--- src/rtl/core/xfa_pkg.sv ---
// xfa_pkg: shared constants, types and helpers of the x86 flag alu
// depends on nothing; imported by every module of the core
package xfa_pkg;

   localparam int unsigned DataWidth = 64;
   localparam int unsigned ReqWidth  = 208;
   localparam int unsigned RspWidth  = 136;

   localparam logic [4:0] OP_ADD        = 5'd0;
   localparam logic [4:0] OP_SUB        = 5'd1;
   localparam logic [4:0] OP_XOR        = 5'd2;
   localparam logic [4:0] OP_AND        = 5'd3;
   localparam logic [4:0] OP_OR         = 5'd4;
   localparam logic [4:0] OP_CMP        = 5'd5;
   localparam logic [4:0] OP_TEST       = 5'd6;
   localparam logic [4:0] OP_NEG        = 5'd7;
   localparam logic [4:0] OP_NOT        = 5'd8;
   localparam logic [4:0] OP_INC        = 5'd9;
   localparam logic [4:0] OP_DEC        = 5'd10;
   localparam logic [4:0] OP_SHL        = 5'd11;
   localparam logic [4:0] OP_SHR        = 5'd12;
   localparam logic [4:0] OP_SAR        = 5'd13;
   localparam logic [4:0] OP_ROL        = 5'd14;
   localparam logic [4:0] OP_ROR        = 5'd15;
   localparam logic [4:0] OP_MUL        = 5'd16;
   localparam logic [4:0] OP_IMUL_WIDE  = 5'd17;
   localparam logic [4:0] OP_IMUL_TRUNC = 5'd18;
   localparam logic [4:0] OP_DIV        = 5'd19;
   localparam logic [4:0] OP_IDIV       = 5'd20;
   localparam logic [4:0] OP_MOVZX      = 5'd21;
   localparam logic [4:0] OP_MOVSX      = 5'd22;
   localparam logic [4:0] OP_COND       = 5'd23;

   localparam int unsigned FLAG_CF = 0;
   localparam int unsigned FLAG_PF = 1;
   localparam int unsigned FLAG_ZF = 2;
   localparam int unsigned FLAG_SF = 3;
   localparam int unsigned FLAG_OF = 4;

   localparam logic [1:0] SIZE_BYTE = 2'd0;
   localparam logic [1:0] SIZE_HALF = 2'd1;

   localparam logic [6:0] MUL_STEPS_M1 = 7'd63;
   localparam logic [6:0] DIV_STEPS_M1 = 7'd127;

   typedef struct packed {
      logic start;
      logic is_div;
   } xfa_md_req_type;

   function automatic logic [4:0] szp_flags(input logic [DataWidth-1:0] r);
      logic [4:0] f;
      f = 5'd0;
      f[FLAG_PF] = ~^r[7:0];
      f[FLAG_ZF] = (r == '0);
      f[FLAG_SF] = r[DataWidth-1];
      return f;
   endfunction

endpackage

--- src/rtl/core/x86_flag_alu_core.sv ---
// x86_flag_alu_core: 64-bit alu with a five-bit x86 flag register
// states: S_EXEC then S_DONE; shifts add S_SHIFT and S_SFLAG; mul/div S_PREP to S_MFLAG
// flow control: one request at a time; next request taken once the result is registered
// the bit-serial multiply/divide unit and the one-bit-per-cycle shifter set the run time
// reset: synchronous, clears flags, sequencer and output valid
// uses xfa_pkg and xfa_muldiv
module x86_flag_alu_core
   import xfa_pkg::*;
(
   input  logic                clock,
   input  logic                reset,
   input  logic                req_tvalid,
   output logic                req_tready,
   // operation, operand_a, operand_b, dividend_high, condition_code,
   // source_size, dest_is_32, zero pad
   input  logic [ReqWidth-1:0] req_tdata,
   output logic                rsp_tvalid,
   input  logic                rsp_tready,
   // result_low, result_high, flags_out, condition_true, zero pad
   output logic [RspWidth-1:0] rsp_tdata
);

   typedef enum logic [9:0] {
      S_IDLE  = 10'b0000000001,
      S_EXEC  = 10'b0000000010,
      S_SHIFT = 10'b0000000100,
      S_SFLAG = 10'b0000001000,
      S_PREP  = 10'b0000010000,
      S_MD    = 10'b0000100000,
      S_POST1 = 10'b0001000000,
      S_POST2 = 10'b0010000000,
      S_MFLAG = 10'b0100000000,
      S_DONE  = 10'b1000000000
   } xfa_state_type;

   xfa_state_type        state_ff, state_in;
   logic [4:0]           op_ff, op_in;
   logic [DataWidth-1:0] a_ff, a_in, b_ff, b_in, dh_ff, dh_in;
   logic [3:0]           cc_ff, cc_in;
   logic [1:0]           ssz_ff, ssz_in;
   logic                 d32_ff, d32_in;
   logic                 nd_ff, nd_in, nv_ff, nv_in;
   logic [DataWidth-1:0] work_ff, work_in;
   logic [5:0]           cnt_ff, cnt_in;
   logic                 cnt1_ff, cnt1_in;
   logic                 c_ff, c_in;
   logic [DataWidth-1:0] res_lo_ff, res_lo_in, res_hi_ff, res_hi_in;
   logic [4:0]           fnew_ff, fnew_in;
   logic                 cond_ff, cond_in;
   logic [4:0]           flag_ff, flag_in;
   logic                 rsp_valid_ff, rsp_valid_in;
   logic [RspWidth-1:0]  rsp_data_ff, rsp_data_in;

   logic [DataWidth-1:0] x, y, sr;
   logic                 ci;
   logic [DataWidth:0]   sum;
   logic                 add_of;
   logic [DataWidth-1:0] sx;
   logic                 cv;
   logic                 out_free;
   logic                 md_done;
   logic [DataWidth-1:0] md_lo, md_hi;
   xfa_md_req_type       md_req;

   function automatic logic eval_cond(input logic [3:0] cc, input logic [4:0] f);
      logic v;
      case (cc[3:1])
         3'd0:    v = f[FLAG_OF];
         3'd1:    v = f[FLAG_CF];
         3'd2:    v = f[FLAG_ZF];
         3'd3:    v = f[FLAG_CF] | f[FLAG_ZF];
         3'd4:    v = f[FLAG_SF];
         3'd5:    v = f[FLAG_PF];
         3'd6:    v = f[FLAG_SF] ^ f[FLAG_OF];
         default: v = f[FLAG_ZF] | (f[FLAG_SF] ^ f[FLAG_OF]);
      endcase
      return cc[0] ? ~v : v;
   endfunction

   xfa_muldiv u_muldiv (
      .clock  (clock),
      .reset  (reset),
      .md_req (md_req),
      .opa    (a_ff),
      .opb    (b_ff),
      .opdh   (dh_ff),
      .done   (md_done),
      .res_lo (md_lo),
      .res_hi (md_hi)
   );

   assign md_req.start  = (state_ff == S_PREP);
   assign md_req.is_div = (op_ff == OP_DIV) || (op_ff == OP_IDIV);

   // shared adder for add, sub, cmp, neg, inc, dec
   always_comb begin
      x  = a_ff;
      y  = b_ff;
      ci = 1'b0;
      case (op_ff)
         OP_SUB, OP_CMP: begin
            y  = ~b_ff;
            ci = 1'b1;
         end
         OP_NEG: begin
            x  = '0;
            y  = ~a_ff;
            ci = 1'b1;
         end
         OP_INC: begin
            y  = '0;
            ci = 1'b1;
         end
         OP_DEC: begin
            y  = '1;
         end
         default: begin
            y  = b_ff;
         end
      endcase
      sum    = {1'b0, x} + {1'b0, y} + {{DataWidth{1'b0}}, ci};
      sr     = sum[DataWidth-1:0];
      add_of = (~(x[DataWidth-1] ^ y[DataWidth-1])) & (x[DataWidth-1] ^ sr[DataWidth-1]);
      case (ssz_ff)
         SIZE_BYTE: sx = {{(DataWidth-8){a_ff[7]}}, a_ff[7:0]};
         SIZE_HALF: sx = {{(DataWidth-16){a_ff[15]}}, a_ff[15:0]};
         default:   sx = {{(DataWidth-32){a_ff[31]}}, a_ff[31:0]};
      endcase
   end

   assign out_free = ~rsp_valid_ff | rsp_tready;

   always_comb begin
      state_in     = state_ff;
      op_in        = op_ff;
      a_in         = a_ff;
      b_in         = b_ff;
      dh_in        = dh_ff;
      cc_in        = cc_ff;
      ssz_in       = ssz_ff;
      d32_in       = d32_ff;
      nd_in        = nd_ff;
      nv_in        = nv_ff;
      work_in      = work_ff;
      cnt_in       = cnt_ff;
      cnt1_in      = cnt1_ff;
      c_in         = c_ff;
      res_lo_in    = res_lo_ff;
      res_hi_in    = res_hi_ff;
      fnew_in      = fnew_ff;
      cond_in      = cond_ff;
      flag_in      = flag_ff;
      rsp_valid_in = rsp_valid_ff & ~rsp_tready;
      rsp_data_in  = rsp_data_ff;
      cv           = 1'b0;

      case (state_ff)
         S_IDLE: begin
            if (req_tvalid) begin
               op_in    = req_tdata[4:0];
               a_in     = req_tdata[68:5];
               b_in     = req_tdata[132:69];
               dh_in    = req_tdata[196:133];
               cc_in    = req_tdata[200:197];
               ssz_in   = req_tdata[202:201];
               d32_in   = req_tdata[203];
               state_in = S_EXEC;
            end
         end
         S_EXEC: begin
            res_lo_in = '0;
            res_hi_in = '0;
            cond_in   = 1'b0;
            fnew_in   = flag_ff;
            state_in  = S_DONE;
            case (op_ff)
               OP_ADD: begin
                  res_lo_in = sr;
                  fnew_in   = szp_flags(sr);
                  fnew_in[FLAG_CF] = sum[DataWidth];
                  fnew_in[FLAG_OF] = add_of;
               end
               OP_SUB, OP_NEG: begin
                  res_lo_in = sr;
                  fnew_in   = szp_flags(sr);
                  fnew_in[FLAG_CF] = ~sum[DataWidth];
                  fnew_in[FLAG_OF] = add_of;
               end
               OP_CMP: begin
                  fnew_in   = szp_flags(sr);
                  fnew_in[FLAG_CF] = ~sum[DataWidth];
                  fnew_in[FLAG_OF] = add_of;
               end
               OP_INC, OP_DEC: begin
                  res_lo_in = sr;
                  fnew_in   = szp_flags(sr);
                  fnew_in[FLAG_CF] = flag_ff[FLAG_CF];
                  fnew_in[FLAG_OF] = add_of;
               end
               OP_XOR: begin
                  res_lo_in = a_ff ^ b_ff;
                  fnew_in   = szp_flags(a_ff ^ b_ff);
               end
               OP_AND: begin
                  res_lo_in = a_ff & b_ff;
                  fnew_in   = szp_flags(a_ff & b_ff);
               end
               OP_OR: begin
                  res_lo_in = a_ff | b_ff;
                  fnew_in   = szp_flags(a_ff | b_ff);
               end
               OP_TEST: begin
                  fnew_in   = szp_flags(a_ff & b_ff);
               end
               OP_NOT: begin
                  res_lo_in = ~a_ff;
               end
               OP_SHL, OP_SHR, OP_SAR, OP_ROL, OP_ROR: begin
                  res_lo_in = a_ff;
                  work_in   = a_ff;
                  cnt_in    = b_ff[5:0];
                  cnt1_in   = (b_ff[5:0] == 6'd1);
                  if (b_ff[5:0] != '0) begin
                     state_in = S_SHIFT;
                  end
               end
               OP_MUL, OP_IMUL_WIDE, OP_IMUL_TRUNC, OP_DIV: begin
                  state_in = S_PREP;
               end
               OP_IDIV: begin
                  nd_in = dh_ff[DataWidth-1];
                  nv_in = b_ff[DataWidth-1];
                  if (b_ff[DataWidth-1]) begin
                     b_in = -b_ff;
                  end
                  if (dh_ff[DataWidth-1]) begin
                     a_in  = -a_ff;
                     dh_in = ~dh_ff + {{(DataWidth-1){1'b0}}, (a_ff == '0)};
                  end
                  state_in = S_PREP;
               end
               OP_MOVZX: begin
                  res_lo_in = (ssz_ff == SIZE_BYTE) ?
                              {{(DataWidth-8){1'b0}}, a_ff[7:0]} :
                              {{(DataWidth-16){1'b0}}, a_ff[15:0]};
               end
               OP_MOVSX: begin
                  res_lo_in = d32_ff ? {{(DataWidth-32){1'b0}}, sx[31:0]} : sx;
               end
               OP_COND: begin
                  cond_in = eval_cond(cc_ff, flag_ff);
               end
               default: begin
                  res_lo_in = '0;
               end
            endcase
         end
         S_SHIFT: begin
            case (op_ff)
               OP_SHL: begin
                  work_in = {work_ff[DataWidth-2:0], 1'b0};
                  c_in    = work_ff[DataWidth-1];
               end
               OP_SHR: begin
                  work_in = {1'b0, work_ff[DataWidth-1:1]};
                  c_in    = work_ff[0];
               end
               OP_SAR: begin
                  work_in = {work_ff[DataWidth-1], work_ff[DataWidth-1:1]};
                  c_in    = work_ff[0];
               end
               OP_ROL: begin
                  work_in = {work_ff[DataWidth-2:0], work_ff[DataWidth-1]};
               end
               default: begin
                  work_in = {work_ff[0], work_ff[DataWidth-1:1]};
               end
            endcase
            cnt_in = cnt_ff - 6'd1;
            if (cnt_ff == 6'd1) begin
               state_in = S_SFLAG;
            end
         end
         S_SFLAG: begin
            res_lo_in = work_ff;
            case (op_ff)
               OP_SHL: begin
                  fnew_in = szp_flags(work_ff);
                  fnew_in[FLAG_CF] = c_ff;
                  fnew_in[FLAG_OF] = cnt1_ff & (work_ff[DataWidth-1] ^ c_ff);
               end
               OP_SHR: begin
                  fnew_in = szp_flags(work_ff);
                  fnew_in[FLAG_CF] = c_ff;
                  fnew_in[FLAG_OF] = cnt1_ff & a_ff[DataWidth-1];
               end
               OP_SAR: begin
                  fnew_in = szp_flags(work_ff);
                  fnew_in[FLAG_CF] = c_ff;
               end
               OP_ROL: begin
                  fnew_in = flag_ff;
                  fnew_in[FLAG_CF] = work_ff[0];
                  fnew_in[FLAG_OF] = cnt1_ff & (work_ff[DataWidth-1] ^ work_ff[0]);
               end
               default: begin
                  fnew_in = flag_ff;
                  fnew_in[FLAG_CF] = work_ff[DataWidth-1];
                  fnew_in[FLAG_OF] = cnt1_ff &
                                     (work_ff[DataWidth-1] ^ work_ff[DataWidth-2]);
               end
            endcase
            state_in = S_DONE;
         end
         S_PREP: begin
            state_in = S_MD;
         end
         S_MD: begin
            if (md_done) begin
               res_lo_in = md_lo;
               res_hi_in = md_hi;
               state_in  = S_POST1;
            end
         end
         S_POST1: begin
            if (op_ff == OP_IDIV) begin
               if (nd_ff ^ nv_ff) begin
                  res_lo_in = -res_lo_ff;
               end
               if (nd_ff) begin
                  res_hi_in = -res_hi_ff;
               end
            end else if ((op_ff == OP_IMUL_WIDE || op_ff == OP_IMUL_TRUNC) &&
                         a_ff[DataWidth-1]) begin
               res_hi_in = res_hi_ff - b_ff;
            end
            state_in = S_POST2;
         end
         S_POST2: begin
            if ((op_ff == OP_IMUL_WIDE || op_ff == OP_IMUL_TRUNC) && b_ff[DataWidth-1]) begin
               res_hi_in = res_hi_ff - a_ff;
            end
            state_in = S_MFLAG;
         end
         S_MFLAG: begin
            fnew_in = flag_ff;
            if (op_ff == OP_MUL) begin
               cv = (res_hi_ff != '0);
               fnew_in[FLAG_CF] = cv;
               fnew_in[FLAG_OF] = cv;
            end else if (op_ff == OP_IMUL_WIDE || op_ff == OP_IMUL_TRUNC) begin
               cv = (res_hi_ff != {DataWidth{res_lo_ff[DataWidth-1]}});
               fnew_in[FLAG_CF] = cv;
               fnew_in[FLAG_OF] = cv;
            end
            if (op_ff == OP_IMUL_TRUNC) begin
               res_hi_in = '0;
            end
            cond_in  = 1'b0;
            state_in = S_DONE;
         end
         S_DONE: begin
            if (out_free) begin
               flag_in      = fnew_ff;
               rsp_valid_in = 1'b1;
               rsp_data_in  = {2'b00, cond_ff, fnew_ff, res_hi_ff, res_lo_ff};
               state_in     = S_IDLE;
            end
         end
         default: begin
            state_in = S_IDLE;
         end
      endcase
   end

   always_ff @(posedge clock) begin
      if (reset) begin
         state_ff     <= S_IDLE;
         flag_ff      <= '0;
         rsp_valid_ff <= 1'b0;
      end else begin
         state_ff     <= state_in;
         flag_ff      <= flag_in;
         rsp_valid_ff <= rsp_valid_in;
      end
      op_ff       <= op_in;
      a_ff        <= a_in;
      b_ff        <= b_in;
      dh_ff       <= dh_in;
      cc_ff       <= cc_in;
      ssz_ff      <= ssz_in;
      d32_ff      <= d32_in;
      nd_ff       <= nd_in;
      nv_ff       <= nv_in;
      work_ff     <= work_in;
      cnt_ff      <= cnt_in;
      cnt1_ff     <= cnt1_in;
      c_ff        <= c_in;
      res_lo_ff   <= res_lo_in;
      res_hi_ff   <= res_hi_in;
      fnew_ff     <= fnew_in;
      cond_ff     <= cond_in;
      rsp_data_ff <= rsp_data_in;
   end

   assign req_tready = (state_ff == S_IDLE);
   assign rsp_tvalid = rsp_valid_ff;
   assign rsp_tdata  = rsp_data_ff;

endmodule

--- src/rtl/core/xfa_muldiv.sv ---
// xfa_muldiv: bit-serial shift-add multiplier and restoring divider
// one product or quotient bit per cycle; uses xfa_pkg
module xfa_muldiv
   import xfa_pkg::*;
(
   input  logic                 clock,
   input  logic                 reset,
   input  xfa_md_req_type       md_req,
   input  logic [DataWidth-1:0] opa,
   input  logic [DataWidth-1:0] opb,
   input  logic [DataWidth-1:0] opdh,
   output logic                 done,
   output logic [DataWidth-1:0] res_lo,
   output logic [DataWidth-1:0] res_hi
);

   logic                     busy_ff, busy_in;
   logic                     done_ff, done_in;
   logic                     div_ff, div_in;
   logic [6:0]               cnt_ff, cnt_in;
   logic [DataWidth-1:0]     d_ff, d_in;
   logic [DataWidth-1:0]     rem_ff, rem_in;
   logic [2*DataWidth-1:0]   num_ff, num_in;
   logic [DataWidth:0]       msum;
   logic [DataWidth:0]       trial;
   logic [DataWidth:0]       diff;
   logic                     ge;

   always_comb begin
      msum  = {1'b0, rem_ff} + (num_ff[0] ? {1'b0, d_ff} : '0);
      trial = {rem_ff, num_ff[2*DataWidth-1]};
      diff  = {1'b0, trial[DataWidth-1:0]} - {1'b0, d_ff};
      ge    = trial[DataWidth] | ~diff[DataWidth];

      busy_in = busy_ff;
      done_in = 1'b0;
      div_in  = div_ff;
      cnt_in  = cnt_ff;
      d_in    = d_ff;
      rem_in  = rem_ff;
      num_in  = num_ff;
      if (md_req.start) begin
         busy_in = 1'b1;
         div_in  = md_req.is_div;
         rem_in  = '0;
         if (md_req.is_div) begin
            cnt_in = DIV_STEPS_M1;
            d_in   = opb;
            num_in = {opdh, opa};
         end else begin
            cnt_in = MUL_STEPS_M1;
            d_in   = opa;
            num_in = {{DataWidth{1'b0}}, opb};
         end
      end else if (busy_ff) begin
         if (div_ff) begin
            rem_in = ge ? diff[DataWidth-1:0] : trial[DataWidth-1:0];
            num_in = {num_ff[2*DataWidth-2:0], ge};
         end else begin
            rem_in = msum[DataWidth:1];
            num_in = {num_ff[2*DataWidth-1:DataWidth], msum[0], num_ff[DataWidth-1:1]};
         end
         cnt_in = cnt_ff - 7'd1;
         if (cnt_ff == '0) begin
            busy_in = 1'b0;
            done_in = 1'b1;
         end
      end
   end

   always_ff @(posedge clock) begin
      if (reset) begin
         busy_ff <= 1'b0;
         done_ff <= 1'b0;
      end else begin
         busy_ff <= busy_in;
         done_ff <= done_in;
      end
      div_ff <= div_in;
      cnt_ff <= cnt_in;
      d_ff   <= d_in;
      rem_ff <= rem_in;
      num_ff <= num_in;
   end

   assign done   = done_ff;
   assign res_lo = num_ff[DataWidth-1:0];
   assign res_hi = rem_ff;

endmodule

--- config.mk ---
export PLATFORM = sky130hd
export DESIGN_NAME = x86_flag_alu_core
export DESIGN_NICKNAME = d
export VERILOG_FILES = /design/src/rtl/core/xfa_pkg.sv /design/src/rtl/core/x86_flag_alu_core.sv /design/src/rtl/core/xfa_muldiv.sv
export SDC_FILE = /design/constraint.sdc
export NUM_CORES = 2
export LEC_CHECK = 0
export BUFFER_PORTS_ARGS = -buffer_cell sky130_fd_sc_hd__buf_2
export CAP_MARGIN = 40
export CORE_MARGIN = 2
export CORE_UTILIZATION = 57
export CTS_CLUSTER_SIZE = 12
export DETAILED_ROUTE_END_ITERATION = 10
export PLACE_DENSITY = 0.78
export SYNTH_ARGS = -nofsm -noshare
export SYNTH_HDL_FRONTEND = slang
export SYNTH_SLANG_ARGS = --single-unit
--- constraint.sdc ---
create_clock -name clock -period 11.9 [get_ports clock]
set_clock_uncertainty 0.15 [all_clocks]
set_input_delay 2.38 -clock clock [delete_from_list [all_inputs] [get_ports clock]]
set_output_delay 2.38 -clock clock [all_outputs]
set_load 0.05 [all_outputs]
# --- Yosys cells after proc, flatten, opt, wreduce, memory -nomap -nowiden ---
# Index checks and enable logic that the tools add are counted.
totals:
  regBits: 828
  input_bits: 212
  output_inout_bits: 138
classes:
  n_addsub: 13
  eq_ne: 58
  muxes: 73
  bitwise: 30
  n_reduce_logical: 55
op_table:
  columns: ["cell", "n"]
  rows:
  - ["$mux W64", 25]
  - ["$pmux W64 S4", 3]
  - ["$pmux W64 S2", 5]
  - ["$mux W128", 4]
  - ["$pmux W64 S8", 1]
  - ["$logic_not A64 Y1", 6]
  - ["$pmux W64 S5", 1]
  - ["$neg A64 Y64", 4]
  - ["$not A64 Y64", 3]
  - ["$sub A64 B64 Y64", 2]
  - ["$pmux W10 S9", 1]
  - ["$add A64 B64 Y65", 1]
  - ["$add A64 B65 Y65", 1]
  - ["$add A65 B1 Y65", 1]
  - ["$sub A64 B64 Y65", 1]
  - ["$add A64 B1 Y64", 1]
  - ["$and A64 B64 Y64", 1]
  - ["$ne A64 B64 Y1", 1]
  - ["$or A64 B64 Y64", 1]
  - ["$reduce_bool A64 Y1", 1]
  - ["$xor A64 B64 Y64", 1]
  - ["$mux W10", 5]
  - ["$eq A5 B4 Y1 const B", 8]
  - ["$eq A5 B5 Y1 const B", 8]
  - ["other kinds (58)", 143]

# --- Depth between registers and ports, before layout ---
depth:
  depth_word: 9
  mapped_depth: 27
  ltp_nobuf: 25

# --- Modules after synthesis ---
# From an unflattened synthesis, not the netlist that was laid out.
unflattened:
  cells_unflattened: 7771
  area_unflattened_um2: 68692.1
modules_own_cells:
  columns: ["mod", "n_inst", "cells_per_inst", "area_each_um2", "seq_area_each_um2"]
  rows:
  - ["x86_flag_alu_core", 1, 5389, 47474.3, 16716.0]
  - ["xfa_muldiv", 1, 2382, 21217.8, 7327.0]

# --- Worst setup path before layout ---
# OpenSTA, ideal clock, no wires.
synth_timing:
  path_type: "reg-to-reg"
  from: "register state_ff[1]"
  to: "register res_hi_ff[0], enable pin"
  setup_time_ns: 0.827
  arrival_time_ns: 11.823
  required_ns: 10.923
  slack_ns: -0.900
  stages_incl_launch_ff: 9
  n_path_buf: 3
  synth_period_minus_slack_ns: 12.800
  path_cell_list: "dfxtp_1 -> clkbuf_1 -> nor4_1 -> nor3b_1 -> and4b_1 -> clkbuf_1 -> clkbuf_1 -> nor2_1 -> a2111oi_0"
synth_between:
  elab_chain_cells: 3
  word_cells_on_any_way: 12
  classes_between: "eq/ne: 10; reduce/logical: 2"
synth_lines:
  columns: ["item", "line", "source"]
  rows:
  - ["start: declaration", "x86_flag_alu_core.sv:36", "xfa_state_type state_ff, state_in;"]
  - ["start signal: assignment", "x86_flag_alu_core.sv:382", "state_ff <= state_in;"]
  - ["$eq A10 B7 Y1, or another cell as far along", "x86_flag_alu_core.sv:157", "case (state_ff)"]
  - ["$ne A3 B3 Y1 (no source line), or another cell as far along", null, null]
  - ["$reduce_and A6 Y1 (no source line) (*)", null, null]
  - ["end signal: assignment", "x86_flag_alu_core.sv:400", "res_hi_ff <= res_hi_in;"]
  - ["end: declaration", "x86_flag_alu_core.sv:47", "logic [DataWidth-1:0] res_lo_ff, res_lo_in, res_hi_ff, res_hi_in;"]
# Every way passes the cells marked *; elsewhere a longest branch is shown, timed or not.
# A chain may end at the register's enable or synchronous reset.

# --- Worst setup path in the final report ---
layout_timing:
  from: "register op_ff[1]"
  to: "register fnew_ff[2], data pin"
layout_between:
  elab_chain_cells: 8
  word_cells_on_any_way: 28
  classes_between: "add/sub: 2; eq/ne: 13; mux: 6; reduce/logical: 7"
layout_lines:
  columns: ["item", "line", "source"]
  rows:
  - ["start: declaration", "x86_flag_alu_core.sv:37", "logic [4:0] op_ff, op_in;"]
  - ["start signal: assignment", "x86_flag_alu_core.sv:386", "op_ff <= op_in;"]
  - ["$eq A5 B3 Y1 or $eq A5 B1 Y1 (tied branches)", "x86_flag_alu_core.sv:100, x86_flag_alu_core.sv:176", null]
  - ["$reduce_or A2 Y1", null, null]
  - ["$pmux W64 S4", "x86_flag_alu_core.sv:100", "case (op_ff)"]
  - ["$add A64 B64 Y65", "x86_flag_alu_core.sv:121", "sum = {1'b0, x} + {1'b0, y} + {{DataWidth{1'b0}}, ci};"]
  - ["$add A65 B1 Y65", "x86_flag_alu_core.sv:121", null]
  - ["$logic_not A64 Y1", "xfa_pkg.sv:55", "f[FLAG_ZF] = (r == '0);"]
  - ["$pmux W5 S6", "x86_flag_alu_core.sv:176", "case (op_ff)"]
  - ["$pmux W5 S3 (*)", "x86_flag_alu_core.sv:157", null]
  - ["named net fnew_in[2]", "x86_flag_alu_core.sv:48", "logic [4:0] fnew_ff, fnew_in;"]
  - ["end signal: assignment", "x86_flag_alu_core.sv:401", "fnew_ff <= fnew_in;"]
  - ["end: declaration", "x86_flag_alu_core.sv:48", null]
# The timed path passes the listed nets; every way through them passes the cells marked *.

==> flow_results.org <==
** Outcome
- The flow ran to the end, and the final reports show no timing, DRC or antenna violations.

** STA
- Worst slew margin relative to its limit :: 0.260
- Endpoints failing hold :: 0
- Period Utilization, post-route :: 0.723
- The number of pins exceeding their max-slew limit in the final report was 0.
- Unrepaired setup endpoints after global routing :: false
- For the finished layout, the period the worst path requires is 8.60 ns.
- Static timing analysis puts the maximum clock frequency at 116 MHz.
- At the pin with the least slew margin, the transition time is 1.10 ns.
- Total negative slack for setup checks :: 0 ns
- Setup violations remaining at the end of the flow were counted as 0.

** Worst setup path
- Endpoint kind of the worst setup timing path :: flip-flop
- For the worst setup path, the data arrival time is between 9 and 10 ns.
- Crit Path Category :: flip-flop to flip-flop
- Launching point of the worst reg2reg path :: op_ff[1]
- Along the worst path, the maximum fanout reaches 67.
- Worst endpoint required time :: approximately 12 ns
- STA classifies the critical path startpoint as a flip-flop.
- In this run the worst setup path begins at op_ff[1].

** Yosys
- Biggest area consumer among synthesized cells :: edfxtp_1
- Async set-or-reset flop fraction in the synthesized netlist :: 0
- The synthesized netlist contains 95 unique library cells.
- Most used standard cell by instance count after synthesis :: nand2_1
- Number of instances in the synthesized netlist :: roughly 8000
- Counting flops with a built-in enable in the synthesized netlist gives 746.
- Averaged over all synthesized cells, the footprint is 8.63 um2.
- Largest cells by area after synthesis :: edfxtp_1 33%, ha_1 8.8%, nand2_1 5.0%
- For this run, the number of Yosys warnings is 0.
- Proportion of synthesized chip area in sequential cells :: 0.356
- After synthesis the netlist holds a flip-flop and latch count of between 800 and 900.
- After synthesis the cells add up to slightly below 0.07 mm2.
- For this run, the leading register cell type out of synthesis is edfxtp_1.
- Of the post-synthesis cell area, the dominant cell type holds 0.332.
- Counting instances in the post-synthesis netlist gives the leading cell types as 907 x nand2_1, 746 x edfxtp_1, 634 x a21oi_1.

** Power
- Of the total power, registers draw 0.342.
- The share of total power dissipated in the clock network is 0.270.
- Combinational Power Share :: 0.388
- PwrDens :: 154 mW/mm2
- Sw frac :: 0.411
- Reported net switching power :: approximately 4600 uW
- Leakage :: 0.0298 uW
- Cell internal power was estimated by the tool at 6670 uW.
- Across the VDD grid, the largest voltage drop is roughly 0.16 mV.

** GRT
- The via count of the first global-routing pass was ~60000.
- Pin count of the biggest net entering global routing :: 177
- Across every metal layer, demand over resource in global routing totals 0.444.
- Global-route wire length before repair :: 398 mm
- Global route overflow :: 0
- Antenna violations before repair :: 29

** Run
- Max-cap violations in this run came to 0.

** Final layout
- Count of filler cells inserted in the layout :: about 10000
- Count of nets after finishing :: 8568
- Fraction of layout instances using a drive strength above 1 :: 0.0894
- Measured on the finished design, the core utilization comes to 0.625.
- Layout overhead on the synthesized area :: 9.09%

** Min path
- Min-delay src :: fnew_ff[3]
- The worst hold path belongs to the class flip-flop to flip-flop.

** Detailed routing
- Vias after detailed routing :: 66351
- Via density per instance :: 6.98
- Wire per inst :: about 30 um
- Number of DRC markers in iteration 0 :: 9867
- Total wire length :: approximately 280 mm
- Number of remaining DRC errors :: 0
- The first TritonRoute pass finished after 10 iterations.
- Number of nets still failing antenna checks after routing :: 0

** Clocking
- Num Clock Sinks :: 828
- Num CTS Buffers :: 96
- Clock latency on the worst-skew pair, taken at its later pin, is 0.78 ns.
- CTS placed an instance of clkbuf_16 at the clock tree root.
- The number of gates resized after CTS was 0.
- Register clock-pin slew on the reported worst setup and hold paths :: approximately 0.06 ns
- Setup bufs post-CTS :: 0
- Maximum root-to-sink buffer count :: 3
- Number of buffers inserted by hold repair at cts :: 0
- Clock tree from TritonCTS :: done
- Level count of the clock H-tree :: 3

** Floorplan
- Starting utilization of the core area :: 0.573
- Total I/O pin count :: 350
- The total area inside the core boundary comes to 0.118 mm2.
- Die span in x :: 348 um
- The floorplan step defined a die boundary enclosing 0.121 mm2.
- Core Rows :: about 130
- Die extent in y :: 348 um

** Placed design
- Input/output buffers :: 343
- Post-detail-place hpwl :: 216 mm
- Routability-driven placement finished with a final weighted congestion of ~1.1.
-- state kept, by name (all words and copies together), names as in the netlist, 2 cells and up --
| name | count |
|---|---|
| u_muldiv.d_ff | 64 |
| work_ff | 64 |
| dh_ff | 64 |
| u_muldiv.cnt_ff | 7 |
| cnt_ff | 6 |
| op_ff | 5 |
| res_hi_ff | 64 |
| a_ff | 64 |
| ssz_ff | 2 |
| cc_ff | 4 |
| fnew_ff | 5 |
| b_ff | 64 |
| res_lo_ff | 64 |
| flag_ff | 5 |
| state_ff | 10 |
| u_muldiv.res_hi | 64 |
| u_muldiv.num_ff | 128 |
| rsp_tdata | 134 |
-- placed cells by master, fill, tap and decap left out, types with 24 or more instances in the layout --
master       n
and2_1     136
mux2i_1     90
o22ai_1     38
o21bai_1    58
or3_1       46
buf_2      347
or4_1       37
nor3_1     151
o221ai_1    63
buf_4       92
a222oi_1    83
o31ai_1     33
nand2b_1    62
xor2_1     203
a22oi_1     48
o21ai_0    627
nand2_1    902
a21o_1     225
nor2_1     554
edfxtp_1   746
o211ai_1    57
a22o_1      68
o2111ai_1   50
clkbuf_16  100
a211oi_1   111
nor2b_1     46
a21oi_1    633
and3_1      44
nand4_1    135
ha_1       476
nand3_1    118
xnor2_1    383
dfxtp_1     81
or2_2       24
a221oi_1    65
inv_1      321
o21a_1      35
a31oi_1    122
nor4_1     109
-- cells by family (layout without fill, tap and decap cells) --
logic type,Yosys count,count (layout),synth area share
other,1,14,0.0000556
buffers and inverters,825,961,0.0461
DFF,828,828,0.356
adders and majority gates,482,482,0.0900
and+or+nand+nor,2495,2495,0.177
xor gates and xnor gates,586,586,0.0760
AOI/OAI and AO/OA,2507,2507,0.241
muxes,92,92,0.0137
-- worst max-delay path, stage by stage (launching register included) --
cell and delay [ns]:
edfxtp_1 0.66, nor2b_4 0.23, buf_4 0.32, nand3_2 0.18
buf_4 0.57, o221a_2 0.32, a21oi_1 0.06, fa_1 0.48
fa_1 0.52, a211oi_1 0.39, o21ai_0 0.17, nor2_1 0.13
xor2_1 0.21, ha_1 0.20, nand4_1 0.15, a211oi_1 0.24
nand4b_1 0.24, a2111oi_0 0.50, nand4_1 0.21, nor4bb_1 0.36
nand4b_1 0.19, nand4bb_1 0.34, or4_1 0.59, nor4_1 0.41
nand4b_1 0.17, o21ai_1 0.19, buf_4 0.24
-- metal layers --
| metal | vias up | share of wire | track usage |
|---|---|---|---|
| li1 | 29342 | - | - |
| met1 | 31532 | 0.36 | 0.544 |
| met2 | 4459 | 0.43 | 0.674 |
| met3 | 1000 | 0.12 | 0.122 |
| met4 | 18 | 0.082 | 0.314 |
| met5 | - | 0.00082 | 0.00680 |
-- power groups by stage --
stage / clock network [uW] / logic [uW] / registers, uW
3_3_place_gp: 0 / 4120 / 3910
2_1_floorplan: 0 / 2910 / 3710
4_1_cts: 3050 / 4200 / 3860
6_report: 3060 / 4390 / 3880
3_5_place_dp: 0 / 4170 / 3920
5_1_grt: 3170 / 4660 / 3890
-- through the flow --
stage                     std cells  area (um2)  power (uW)  setup slack, ns  hold WS, ns
final                          9501       73600       11300             3.30        0.296
after global routing           9497       73600       11700             2.92        0.304
after CTS                      9483       73600       11100             3.61        0.295
after detailed placement       9306       70400        8080             3.66        0.269
after global placement         9284       70100        8030             3.08        0.278
after floorplan                7817       67500        6620             2.20        0.250
-- cell type report --
| cell class | instances | area [um2] | area share |
|---|---|---|---|
| Timing Repair Buffer | 455 | 2710 | 0.0368 |
| Multi-Input combinational cell | 6164 | 40500 | 0.550 |
| Antenna cell | 12 | 30.0 | 0.000408 |
| Clock buffer | 125 | 2620 | 0.0355 |
| Sequential cell | 828 | 24000 | 0.327 |
| Inverter | 329 | 1240 | 0.0168 |
| Clock inverter | 52 | 532 | 0.00722 |
| Tap cell | 1536 | 1920 | 0.0261 |
-- final timing paths --
kind / end / cells past startpoint / slack [ns]
min reg2reg: rsp_tdata[131] / 0 / 0.30
min: rsp_tdata[131] / 0 / 0.30
max reg2reg: fnew_ff[2] / 26 / 3.30
max: fnew_ff[2] / 26 / 3.30
Power figures use the tool's default switching activity.
